[src/hdl/cct_pkg.sv]
`timescale 1ns / 1ps
// Shared types and constants for the character class tokenizer.
// Used by cct_front, cct_cmd_fifo, cct_back and char_class_tokenizer_core.
package cct_pkg;

    localparam int MAX_TOKEN_LEN_DEF = 64;
    localparam int CFG_ADDR_W        = 3;
    localparam int CFG_DATA_W        = 64;
    localparam int MAP_WORDS         = 4;
    localparam int CMD_DEPTH         = 4;
    localparam int CMD_PTR_W         = $clog2(CMD_DEPTH);
    localparam int CMD_CNT_W         = $clog2(CMD_DEPTH + 1);

    // Tab, LF, CR and space in the lowest separator word
    localparam logic [CFG_DATA_W-1:0] SEP_MAP_0_RESET = 64'h0000_0001_0000_2600;

    // Configuration register indexes
    typedef enum logic [CFG_ADDR_W-1:0] {
        REG_SEP_0    = 3'd0,
        REG_SEP_1    = 3'd1,
        REG_SEP_2    = 3'd2,
        REG_SEP_3    = 3'd3,
        REG_SINGLE_0 = 3'd4,
        REG_SINGLE_1 = 3'd5,
        REG_SINGLE_2 = 3'd6,
        REG_SINGLE_3 = 3'd7
    } cfg_reg_t;

    // One classified input: up to two results, in the order pre_end, char, post_end
    typedef struct packed {
        logic [7:0] ch;
        logic       pre_end;
        logic       has_char;
        logic       start;
        logic       single;
        logic       post_end;
    } cmd_t;

    // One result item
    typedef struct packed {
        logic [7:0] token_char;
        logic       char_valid;
        logic       token_start;
        logic       token_end;
        logic       is_single;
        logic       last_result;
    } result_t;

endpackage

[src/hdl/cct_front.sv]
`timescale 1ns / 1ps
// Front end: class maps, byte classification and word state.
// Turns each accepted byte into at most one command; depends on cct_pkg.
module cct_front #(
    parameter int MAX_TOKEN_LEN = cct_pkg::MAX_TOKEN_LEN_DEF
) (
    input  logic                            clk,
    input  logic                            rst_n,
    input  logic                            cfg_we,
    input  logic [cct_pkg::CFG_ADDR_W-1:0]  cfg_addr,
    input  logic [cct_pkg::CFG_DATA_W-1:0]  cfg_data,
    input  logic                            in_valid,
    output logic                            in_ready,
    input  logic [7:0]                      in_byte,
    input  logic                            end_of_string,
    input  logic                            q_full,
    output logic                            q_push,
    output cct_pkg::cmd_t                   q_cmd
);
    import cct_pkg::*;

    localparam int LEN_W = (MAX_TOKEN_LEN > 2) ? $clog2(MAX_TOKEN_LEN) : 1;
    localparam logic [LEN_W-1:0] LEN_LIMIT = LEN_W'(MAX_TOKEN_LEN - 1);

    logic [MAP_WORDS-1:0][CFG_DATA_W-1:0] sep_map_reg;
    logic [MAP_WORDS-1:0][CFG_DATA_W-1:0] single_map_reg;
    logic                                 in_word_reg;
    logic                                 in_word_next;
    logic [LEN_W-1:0]                     word_len_reg;
    logic [LEN_W-1:0]                     word_len_next;

    logic             accept;
    logic             is_zero;
    logic             is_sep;
    logic             is_single;
    logic             is_word;
    logic             first;
    logic [LEN_W-1:0] len_eff;
    logic             emit_word;
    cmd_t             cmd;

    // Write class map words
    always_ff @(posedge clk or negedge rst_n)
    begin
        if (!rst_n)
        begin
            sep_map_reg       <= {{((MAP_WORDS - 1) * CFG_DATA_W){1'b0}}, SEP_MAP_0_RESET};
            single_map_reg    <= '0;
        end
        else if (cfg_we)
        begin
            unique case (cfg_reg_t'(cfg_addr))
                REG_SEP_0:    sep_map_reg[0]    <= cfg_data;
                REG_SEP_1:    sep_map_reg[1]    <= cfg_data;
                REG_SEP_2:    sep_map_reg[2]    <= cfg_data;
                REG_SEP_3:    sep_map_reg[3]    <= cfg_data;
                REG_SINGLE_0: single_map_reg[0] <= cfg_data;
                REG_SINGLE_1: single_map_reg[1] <= cfg_data;
                REG_SINGLE_2: single_map_reg[2] <= cfg_data;
                REG_SINGLE_3: single_map_reg[3] <= cfg_data;
            endcase
        end
    end

    // Classify the byte: separator wins over single, zero is neither
    always_comb
    begin
        is_zero   = (in_byte == 8'd0);
        is_sep    = !is_zero && sep_map_reg[in_byte[7:6]][in_byte[5:0]];
        is_single = !is_zero && !is_sep && single_map_reg[in_byte[7:6]][in_byte[5:0]];
        is_word   = !is_zero && !is_sep && !is_single;
        first     = !in_word_reg;
        len_eff   = first ? '0 : word_len_reg;
        emit_word = is_word && (len_eff < LEN_LIMIT);
    end

    // Build the command for this byte
    always_comb
    begin
        cmd.ch       = in_byte;
        cmd.pre_end  = !is_word && in_word_reg;
        cmd.has_char = is_single || emit_word;
        cmd.start    = is_single || first;
        cmd.single   = is_single;
        cmd.post_end = end_of_string && is_word;
    end

    assign in_ready = !q_full;
    assign accept   = in_valid && in_ready;
    assign q_cmd    = cmd;
    assign q_push   = accept && (cmd.pre_end || cmd.has_char || cmd.post_end);

    // Advance word state; end of string or a non-word byte closes the word
    always_comb
    begin
        in_word_next  = in_word_reg;
        word_len_next = word_len_reg;
        if (accept)
        begin
            if (end_of_string || !is_word)
            begin
                in_word_next  = 1'b0;
                word_len_next = '0;
            end
            else
            begin
                in_word_next  = 1'b1;
                word_len_next = emit_word ? len_eff + LEN_W'(1) : len_eff;
            end
        end
    end

    always_ff @(posedge clk or negedge rst_n)
    begin
        if (!rst_n)
        begin
            in_word_reg  <= 1'b0;
            word_len_reg <= '0;
        end
        else
        begin
            in_word_reg  <= in_word_next;
            word_len_reg <= word_len_next;
        end
    end

endmodule

[src/hdl/cct_cmd_fifo.sv]
`timescale 1ns / 1ps
// Short command queue between the front and back ends.
// Depends on cct_pkg for the command type and depth.
module cct_cmd_fifo (
    input  logic          clk,
    input  logic          rst_n,
    input  logic          push,
    input  cct_pkg::cmd_t push_cmd,
    input  logic          pop,
    output logic          full,
    output logic          head_valid,
    output cct_pkg::cmd_t head_cmd
);
    import cct_pkg::*;

    cmd_t                 slot_reg [CMD_DEPTH];
    logic [CMD_PTR_W-1:0] wr_ptr_reg;
    logic [CMD_PTR_W-1:0] wr_ptr_next;
    logic [CMD_PTR_W-1:0] rd_ptr_reg;
    logic [CMD_PTR_W-1:0] rd_ptr_next;
    logic [CMD_CNT_W-1:0] count_reg;
    logic [CMD_CNT_W-1:0] count_next;
    logic                 do_push;
    logic                 do_pop;

    assign full       = (count_reg == CMD_CNT_W'(CMD_DEPTH));
    assign head_valid = (count_reg != '0);
    assign head_cmd   = slot_reg[rd_ptr_reg];
    assign do_push    = push && !full;
    assign do_pop     = pop && head_valid;

    // Store the pushed command
    always_ff @(posedge clk)
    begin
        if (do_push)
        begin
            slot_reg[wr_ptr_reg] <= push_cmd;
        end
    end

    // Advance pointers and fill count
    always_comb
    begin
        wr_ptr_next = do_push ? wr_ptr_reg + CMD_PTR_W'(1) : wr_ptr_reg;
        rd_ptr_next = do_pop ? rd_ptr_reg + CMD_PTR_W'(1) : rd_ptr_reg;
        count_next  = count_reg;
        if (do_push && !do_pop)
        begin
            count_next = count_reg + CMD_CNT_W'(1);
        end
        else if (do_pop && !do_push)
        begin
            count_next = count_reg - CMD_CNT_W'(1);
        end
    end

    always_ff @(posedge clk or negedge rst_n)
    begin
        if (!rst_n)
        begin
            wr_ptr_reg <= '0;
            rd_ptr_reg <= '0;
            count_reg  <= '0;
        end
        else
        begin
            wr_ptr_reg <= wr_ptr_next;
            rd_ptr_reg <= rd_ptr_next;
            count_reg  <= count_next;
        end
    end

endmodule

[src/hdl/cct_back.sv]
`timescale 1ns / 1ps
// Back end: expands each queued command into one or two result transfers.
// Holds the output register; depends on cct_pkg.
module cct_back (
    input  logic             clk,
    input  logic             rst_n,
    input  logic             head_valid,
    input  cct_pkg::cmd_t    head_cmd,
    output logic             pop,
    output logic             out_valid,
    input  logic             out_ready,
    output cct_pkg::result_t out_result
);
    import cct_pkg::*;

    logic    phase_reg;
    logic    phase_next;
    logic    out_valid_reg;
    logic    out_valid_next;
    result_t out_result_reg;
    result_t out_result_next;

    logic    load;
    logic    two_results;
    logic    last;
    result_t end_res;
    result_t char_res;
    result_t sel_res;

    // Form the candidate results of the head command
    always_comb
    begin
        end_res             = '0;
        end_res.token_end   = 1'b1;
        char_res.token_char  = head_cmd.ch;
        char_res.char_valid  = 1'b1;
        char_res.token_start = head_cmd.start;
        char_res.token_end   = head_cmd.single;
        char_res.is_single   = head_cmd.single;
        char_res.last_result = 1'b0;

        two_results = head_cmd.has_char && (head_cmd.pre_end || head_cmd.post_end);
        last        = phase_reg || !two_results;

        if (phase_reg)
        begin
            sel_res = head_cmd.pre_end ? char_res : end_res;
        end
        else
        begin
            sel_res = (head_cmd.has_char && !head_cmd.pre_end) ? char_res : end_res;
        end
        sel_res.last_result = last;
    end

    // Load the output register when it is empty or being drained
    assign load = head_valid && (!out_valid_reg || out_ready);
    assign pop  = load && last;

    always_comb
    begin
        phase_next      = phase_reg;
        out_valid_next  = out_valid_reg;
        out_result_next = out_result_reg;
        if (load)
        begin
            phase_next      = !last;
            out_valid_next  = 1'b1;
            out_result_next = sel_res;
        end
        else if (out_ready)
        begin
            out_valid_next = 1'b0;
        end
    end

    always_ff @(posedge clk or negedge rst_n)
    begin
        if (!rst_n)
        begin
            phase_reg     <= 1'b0;
            out_valid_reg <= 1'b0;
        end
        else
        begin
            phase_reg     <= phase_next;
            out_valid_reg <= out_valid_next;
        end
    end

    always_ff @(posedge clk)
    begin
        out_result_reg <= out_result_next;
    end

    assign out_valid  = out_valid_reg;
    assign out_result = out_result_reg;

endmodule

[src/hdl/char_class_tokenizer_core.sv]
`timescale 1ns / 1ps
// Top level of the character class tokenizer: front end, command queue, back end.
// Depends on cct_pkg, cct_front, cct_cmd_fifo and cct_back.
//
//  Channel  Dir  Signals                          Transfer
//  s_*      in   s_tvalid s_tready s_tdata s_tlast  one byte, tlast = end of string
//  m_*      out  m_tvalid m_tready m_tdata m_tuser  one result, tlast = last of byte
//                m_tlast
//  cfg_*    in   cfg_we cfg_addr cfg_data           one class map word per write
//
// One byte is taken per cycle while the queue has room. A result passes through the
// command queue and the output register; a byte with two results holds the output
// for two transfers, and the four-entry command queue soaks these up. s_tready drops
// only when the queue is full, m_tready low stalls the back end alone. Reset restores
// the class maps (tab, LF, CR, space as separators) and closes any open word.
module char_class_tokenizer_core #(
    parameter int MAX_TOKEN_LEN = cct_pkg::MAX_TOKEN_LEN_DEF
) (
    input  logic                           clk,
    input  logic                           rst_n,
    input  logic                           s_tvalid,
    output logic                           s_tready,
    input  logic [7:0]                     s_tdata,   // [7:0] in_byte
    input  logic                           s_tlast,
    output logic                           m_tvalid,
    input  logic                           m_tready,
    output logic [7:0]                     m_tdata,   // [7:0] token_char
    output logic [3:0]                     m_tuser,   // [0] char_valid [1] token_start
                                                      // [2] token_end [3] is_single
    output logic                           m_tlast,
    input  logic                           cfg_we,
    input  logic [cct_pkg::CFG_ADDR_W-1:0] cfg_addr,
    input  logic [cct_pkg::CFG_DATA_W-1:0] cfg_data
);
    import cct_pkg::*;

    logic    q_full;
    logic    q_push;
    cmd_t    q_cmd;
    logic    q_pop;
    logic    head_valid;
    cmd_t    head_cmd;
    result_t out_result;

    cct_front #(
        .MAX_TOKEN_LEN (MAX_TOKEN_LEN)
    ) u_front (
        .clk           (clk),
        .rst_n         (rst_n),
        .cfg_we        (cfg_we),
        .cfg_addr      (cfg_addr),
        .cfg_data      (cfg_data),
        .in_valid      (s_tvalid),
        .in_ready      (s_tready),
        .in_byte       (s_tdata),
        .end_of_string (s_tlast),
        .q_full        (q_full),
        .q_push        (q_push),
        .q_cmd         (q_cmd)
    );

    cct_cmd_fifo u_fifo (
        .clk        (clk),
        .rst_n      (rst_n),
        .push       (q_push),
        .push_cmd   (q_cmd),
        .pop        (q_pop),
        .full       (q_full),
        .head_valid (head_valid),
        .head_cmd   (head_cmd)
    );

    cct_back u_back (
        .clk        (clk),
        .rst_n      (rst_n),
        .head_valid (head_valid),
        .head_cmd   (head_cmd),
        .pop        (q_pop),
        .out_valid  (m_tvalid),
        .out_ready  (m_tready),
        .out_result (out_result)
    );

    // Pack the result onto the stream
    assign m_tdata = out_result.token_char;
    assign m_tuser = {out_result.is_single, out_result.token_end,
                      out_result.token_start, out_result.char_valid};
    assign m_tlast = out_result.last_result;

endmodule
[config.mk]
export PLATFORM = sky130hd
export DESIGN_NAME = char_class_tokenizer_core
export DESIGN_NICKNAME = d
export VERILOG_FILES = /design/src/hdl/cct_pkg.sv /design/src/hdl/cct_front.sv /design/src/hdl/cct_cmd_fifo.sv /design/src/hdl/cct_back.sv /design/src/hdl/char_class_tokenizer_core.sv
export SDC_FILE = /design/constraint.sdc
export NUM_CORES = 1
export LEC_CHECK = 0
export ABC_AREA = 0
export BUFFER_PORTS_ARGS = -buffer_cell sky130_fd_sc_hd__buf_2
export CORE_MARGIN = 4
export CORE_UTILIZATION = 35
export CTS_CLUSTER_SIZE = 12
export DETAILED_ROUTE_END_ITERATION = 12
export SLEW_MARGIN = 40
export SYNTH_ARGS = -nofsm -noshare
export SYNTH_HDL_FRONTEND = slang
export SYNTH_HIERARCHICAL = 1
export SYNTH_SLANG_ARGS = --single-unit
[constraint.sdc]
create_clock -name clk -period 6.69 [get_ports clk]
set_input_delay 0.3345 -clock clk [delete_from_list [all_inputs] [get_ports clk]]
set_output_delay 0.3345 -clock clk [all_outputs]
set_load 0.05 [all_outputs]
* Yosys cells after proc, flatten, opt, wreduce, memory -nomap -nowiden
Memories as Yosys holds them, arrays and structs flattened. Cells that the tools add are included.
Operators by class: add/sub/neg operators 5, magnitude comparators 3, equal/unequal tests 8, multiplexer cells 21, reduce and logical (&&, ||, !) cells 50
Operators by type and width (count):
- $bmux W64 S2 | 2
- $mux W64 | 2
- $mux W13 | 3
- $mux W6 | 3
- $logic_and A1 B1 Y1 | 17
- $reduce_and A2 Y1 | 8
- $eq A3 B3 Y1 const B | 5
- $bmux W1 S6 | 2
- $logic_not A1 Y1 | 12
- $logic_not A8 Y1 | 1
- $logic_or A1 B1 Y1 | 8
- $lt A6 B7 Y1 const B | 1
- $mux W1 | 7
- $add A6 B1 Y6 const B | 1
- $eq A3 B2 Y1 const B | 2
- $lt A6 B6 Y1 const B | 1
- $mux W3 | 2
- $add A2 B1 Y2 const B | 2
- $reduce_bool A2 Y1 | 2
- $add A3 B1 Y3 const B | 1
- $eq A3 B1 Y1 const B | 1
- $logic_not A3 Y1 | 1
- $lt A2 B3 Y1 const B | 1
- $reduce_bool A3 Y1 | 1
- $sub A3 B1 Y3 const B | 1
Storage, ports and cells: flip-flop bits (word level) 541, memory bits (writable) 52, input port bits 81, logic and storage cells 109, memories kept 1
Memories:
- u_fifo.slot_reg | words 4, width 13, read ports 1, clocked after memory_dff 0, write ports 1, RTL line cct_cmd_fifo.sv:16 | cmd_t slot_reg [CMD_DEPTH];

* Depth between registers and ports, before layout
depth after elaboration 20, depth in mapped cells 21, mapped depth without buffers 15

* Modules after synthesis
Netlist, hierarchy kept.
Modules (own cells, without submodules):
- cct_front | instances 1, cells each 1533, area each 23921.7 um^2
- cct_cmd_fifo | instances 1, cells each 104, area each 2311.0 um^2
- cct_back | instances 1, cells each 39, area each 591.8 um^2

* Worst setup path after synthesis
OpenSTA, ideal clock, no wires.
kind input-to-reg, from input s_tdata[0], to register u_fifo.count_reg[1], library setup time 125 ps, arrival 3976 ps, data required time 6565 ps, slack 2589 ps, cell stages on the path 17, buffers on the path 5, path through buf_2 > buf_2 > clkbuf_1 > mux4_2 > mux2i_1 > a21oi_1 > a2111oi_0 > o21a_2 > or3b_1 > buf_6 > o21a_1 > nor2b_1 > buf_6 > ha_1 > inv_1 > fa_1 > mux2_2
RTL lines:
- start, declared | RTL line char_class_tokenizer_core.sv:23 | input logic [7:0] s_tdata,
- $bmux W1 S6 / $logic_not A8 Y1 (equally long branches) | RTL line cct_front.sv:69, cct_front.sv:68
- $mux W1 (not written as such) / $logic_not A1 Y1 (equally long branches) | RTL line cct_front.sv:69, cct_front.sv:70, cct_front.sv:71
- $logic_and A1 B1 Y1 | RTL line cct_front.sv:69 | is_sep = !is_zero && sep_map_reg[in_byte[7:6]][in_byte[5:0]];
- $logic_not A1 Y1 | RTL line cct_front.sv:70, cct_front.sv:71
- $logic_and A1 B1 Y1 | RTL line cct_front.sv:70, cct_front.sv:71
- $logic_and A1 B1 Y1 | RTL line cct_front.sv:70 | is_single = !is_zero && !is_sep && single_map_reg[in_byte[7:6]][in_byte[5:0]];
- $logic_not A1 Y1 | RTL line cct_front.sv:71 | is_word = !is_zero && !is_sep && !is_single;
- $logic_and A1 B1 Y1 | RTL line cct_front.sv:71
- [3 not listed]
- $logic_or A1 B1 Y1 * | RTL line cct_front.sv:91 | assign q_push = accept && (cmd.pre_end || cmd.has_char || cmd.post_end);
- $logic_and A1 B1 Y1 * | RTL line cct_front.sv:91
- via q_push | RTL line char_class_tokenizer_core.sv:38 | logic q_push;
- $logic_and A1 B1 Y1 * | RTL line cct_cmd_fifo.sv:29 | assign do_push = push && !full;
- via u_fifo.do_push | RTL line cct_cmd_fifo.sv:23 | logic do_push;
- $logic_and A1 B1 Y1 * | RTL line cct_cmd_fifo.sv:47 | if (do_push && !do_pop)
- $mux W3 * | RTL line cct_cmd_fifo.sv:47
- via u_fifo.count_next[1] | RTL line cct_cmd_fifo.sv:22 | logic [CMD_CNT_W-1:0] count_next;
- end signal, assigned | RTL line cct_cmd_fifo.sv:69 | count_reg <= count_next;
- end, declared | RTL line cct_cmd_fifo.sv:21 | logic [CMD_CNT_W-1:0] count_reg;
Mark *: on every way through the listed nets, which the timed path passes. The rest lies on a longest branch. The select of a mux whose other input is x is not followed. A chain may end at the register's enable or synchronous reset.

* Worst setup path after layout
from input s_tdata[7], to register u_fifo.count_reg[1]
RTL lines (RTL line):
- $bmux W64 S2 | cct_front.sv:69
- $mux W64 (not written as such) | cct_front.sv:69
- $bmux W1 S6 | cct_front.sv:69
- $mux W1 (not written as such) | cct_front.sv:69
- $logic_and A1 B1 Y1 | cct_front.sv:69
- $logic_not A1 Y1 | cct_front.sv:70, cct_front.sv:71
- $logic_and A1 B1 Y1 | cct_front.sv:70, cct_front.sv:71
- $logic_and A1 B1 Y1 | cct_front.sv:70
- [4 not listed]
- $logic_or A1 B1 Y1 | cct_front.sv:91
- $logic_or A1 B1 Y1 * | cct_front.sv:91
- $logic_and A1 B1 Y1 * | cct_front.sv:91
- via q_push | char_class_tokenizer_core.sv:38
- $logic_and A1 B1 Y1 * | cct_cmd_fifo.sv:29
- $logic_and A1 B1 Y1 * | cct_cmd_fifo.sv:47
- $mux W3 * | cct_cmd_fifo.sv:47
- via u_fifo.count_next[1] | cct_cmd_fifo.sv:22
Marked as above.

==> reports/results.tsv <==
stage	metric	value	unit
power_and_ir_drop	leakage	12.6	nW
status	status	complete, no violations	
critical_path	crit_required	7.18	ns
critical_path	rrSetupSlack	2.25	ns
routing	drt_pass1_iterations	5	
layout	utilization	0.403	
timing	setup_viol	0	
place	gp_congestion	0.741	
clock_network	cts_root_buffer	clkbuf_16	
clock_network	numCtsBuffers	66	
layout	nets	1851	
worst_hold_path	worstHoldStart	m_tready	
routing	num_vias	15233	
place	dpl-instance-area	28400	µm²
floorplan	die_w	285	µm
critical_path	crit_path_end_kind	register	
floorplan	fp-row-count	101	
timing	final_hold_viol_count	0	
timing	max_clock_freq	214	MHz
synth	syn-instance-count	1676	
synth	avgSynthCellArea	16.0	µm²
grt	grt.total_usage	0.165	
clock_network	cts_max_level	3	
routing	drc	0	
clock_network	clock_latency	0.61	ns
timing	finalClockSkew	0.0236	ns
power_and_ir_drop	fin_total_pwr	10.5	mW
critical_path	crit-reg2reg-launch	u_front/single_map_reg[110]	
layout	drive_gt1_frac	0.495	
synth	synthesis.nets	1764	
routing	ant_nets	0	
layout	fin_area	30600	µm²
run	max-cap-violations	0	
timing	worst_slew_pin_slew	0.787	ns
place	dpl.hpwl	42.1	mm
layout	n_fill_cell	6954	
synth	ys_seq_area_frac	0.565	
clock_network	cts.sink_count	592	
clock_network	max-clock-path-buffers	3	
grt	grt_pass1_vias	16474	
clock_network	cts_tree	done	
worst_hold_path	hp-class	in2reg	
grt	antenna_found_initial	12	
critical_path	cp.arrival	5.16	ns
critical_path	start_kind	primary input	
clock_network	cts_resized	0	
layout	largest_register_ffs	256	
floorplan	start_util	0.353	
routing	drt-total-wl	66.7	mm
grt	grt_max_degree	136	
timing	slew_headroom	0.475	
critical_path	crit_type	in2reg	
synth	synth-main-ff-cell	dfrtp_1	
routing	drtIter0Drc	1013	
power_and_ir_drop	ir_drop	0.142	mV
place	portBuffers	95	
worst_hold_path	whs_path_depth	3	
timing	finalSetupTns	0	ns
synth	synth_edf_count	65	
grt	overflow	0	
floorplan	boundaryPins	96	
critical_path	cp_max_fo	45	
floorplan	fp.dieArea	81100	µm²
grt	grt_pass1_wl	104	mm
synth	netlist_area	26800	µm²
clock_network	clkSlewWorstSetupHoldPaths	0.05	ns
floorplan	dieHeight	285	µm
synth	synthArstFlopShare	0.890	
timing	rsz0062_at_grt	false	
power_and_ir_drop	powerDensity	345	nW/µm²
critical_path	ff2ff_path_depth	13	
routing	viasPerCell	5.35	
synth	ys_ff_latch	592	
worst_hold_path	hold_end	u_back/out_valid	
synth	synth_cell_types	72	
timing	period_share	0.699	
floorplan	core	75900	µm²
timing	maxSlewViolCount	0	
timing	min_period	4.67	ns
layout	area_growth	14.0	%
synth	yosys_warnings	6	
routing	wl_per_cell	23.4	µm
critical_path	r2r_end	u_fifo/count_reg[1]	
==> final cells by class <==
type                       count  area [µm²]  area share
clock inverter                14         133     0.00434
clock buffer                 104        2020      0.0659
antenna                        6        15.0    0.000491
inverter                      16        60.1     0.00196
tap                         1030        1290      0.0421
timing repair buffer         141         982      0.0321
sequential                   592       15100       0.495
multi-input combinational    946       10900       0.358
==> where the power goes <==
group	total (mW)	switching (mW)	leakage (nW)	internal (mW)
clock	3.57	1.45	1.06	2.12
combinational	2.07	0.946	4.63	1.12
sequential	4.91	0.434	6.93	4.47
==> critical path: stages <==
cell and delay, ns:
buf_4 0.55, buf_4 0.47, mux4_2 0.35, and2_1 0.16, a211oi_1 0.22, a21oi_1 0.10, a2111oi_0 0.67, o21a_2 0.28
or3b_1 0.51, o21a_1 0.24, nor2b_1 0.20, ha_1 0.26, inv_1 0.08, fa_1 0.40, mux2_2 0.27
==> kinds of logic after synthesis <==
group / after synthesis / synth area share
XOR/XNOR: 7 / 0.00229
adder cells (fa/ha/maj): 7 / 0.00354
buffers and inverters: 138 / 0.0282
multiplexers: 707 / 0.347
AND/OR/NAND/NOR: 121 / 0.0254
flip-flops: 592 / 0.565
AO/OA/AOI/OAI: 104 / 0.0288
==> layer usage <==
layer  wire (µm)  track usage
met5          27            0
met4        1380       0.0415
met3        3750       0.0413
met2       31800        0.266
met1       29800        0.225
==> synthesized netlist by cell type (all sizes together), types with 3 or more instances <==
master   count  area [µm²]
nand3        3        15.0
a21oi       15        75.1
xnor2        5        43.8
or3b         4        35.0
mux4       122        2800
a31oi        3        18.8
a221o        3        30.0
nor3         3        15.0
and2        11        68.8
nand2b       6        37.5
a2111oi      4        41.3
o221ai       5        43.8
o21ai       13        65.1
a22o         5        43.8
nand2       25        93.8
o31ai        5        52.6
nand4        5        31.3
edfxtp      65        1950
a221oi       5        50.0
inv         15        56.3
mux2       525        5920
a22oi        6        45.0
dfstp        4         105
nand4b       3        26.3
a211oi      11        82.6
nor2b       16         100
nor3b        6        61.3
or3          6        37.5
mux2i       60         601
ha           6        75.1
dfrtp      523       13100
clkbuf      63         240
nor2        22        82.6
buf         59         457
o211ai       3        22.5
o22ai       13        81.3
==> layout by cell type (no fill, tap or decap), drive strengths merged, types with 10 or more instances in the layout <==
master / Yosys / layout
mux4: 122 / 122
mux2i: 60 / 60
buf: 59 / 138
clkinv: 1 / 10
a211oi: 11 / 11
edfxtp: 65 / 65
clkbuf: 63 / 106
and2: 11 / 11
dfrtp: 523 / 523
nor2: 22 / 22
o21ai: 13 / 13
nand2: 25 / 25
nor2b: 16 / 16
mux2: 525 / 525
a21oi: 15 / 15
o22ai: 13 / 13
inv: 15 / 19
==> stage by stage <==
step / std cells / setup WS [ns] / hold slack (ns)
after global routing: 2844 / 1.75 / 0.0418
after floorplan: 1676 / 2.59 / 0.0389
after detailed placement: 2723 / 1.25 / 0.300
final: 2849 / 2.02 / 0.0425
after global placement: 2718 / 1.16 / 0.297
after CTS: 2842 / 1.87 / 0.00427
==> worst max path at each step <==
| stage | startpoint | to | slack (ns) | cells after the start |
|---|---|---|---|---|
| 2_1_floorplan | s_tdata[0] | u_fifo/count_reg[1] | 2.59 | 17 |
| 3_3_place_gp | s_tdata[6] | u_fifo/count_reg[2] | 1.16 | 17 |
| 3_5_place_dp | s_tdata[7] | u_fifo/count_reg[2] | 1.25 | 17 |
| 4_1_cts | s_tdata[7] | u_fifo/count_reg[2] | 1.87 | 17 |
| 5_1_grt | s_tdata[7] | u_fifo/count_reg[1] | 1.75 | 16 |
| 6_report | s_tdata[7] | u_fifo/count_reg[1] | 2.02 | 15 |
==> repair_timing <==
item,in CTS,in global routing
hold buffers,1,0
buffers inserted,0,0
endpoints found under the hold margin,50,0
No activity file was read; power rests on OpenSTA's default activity.
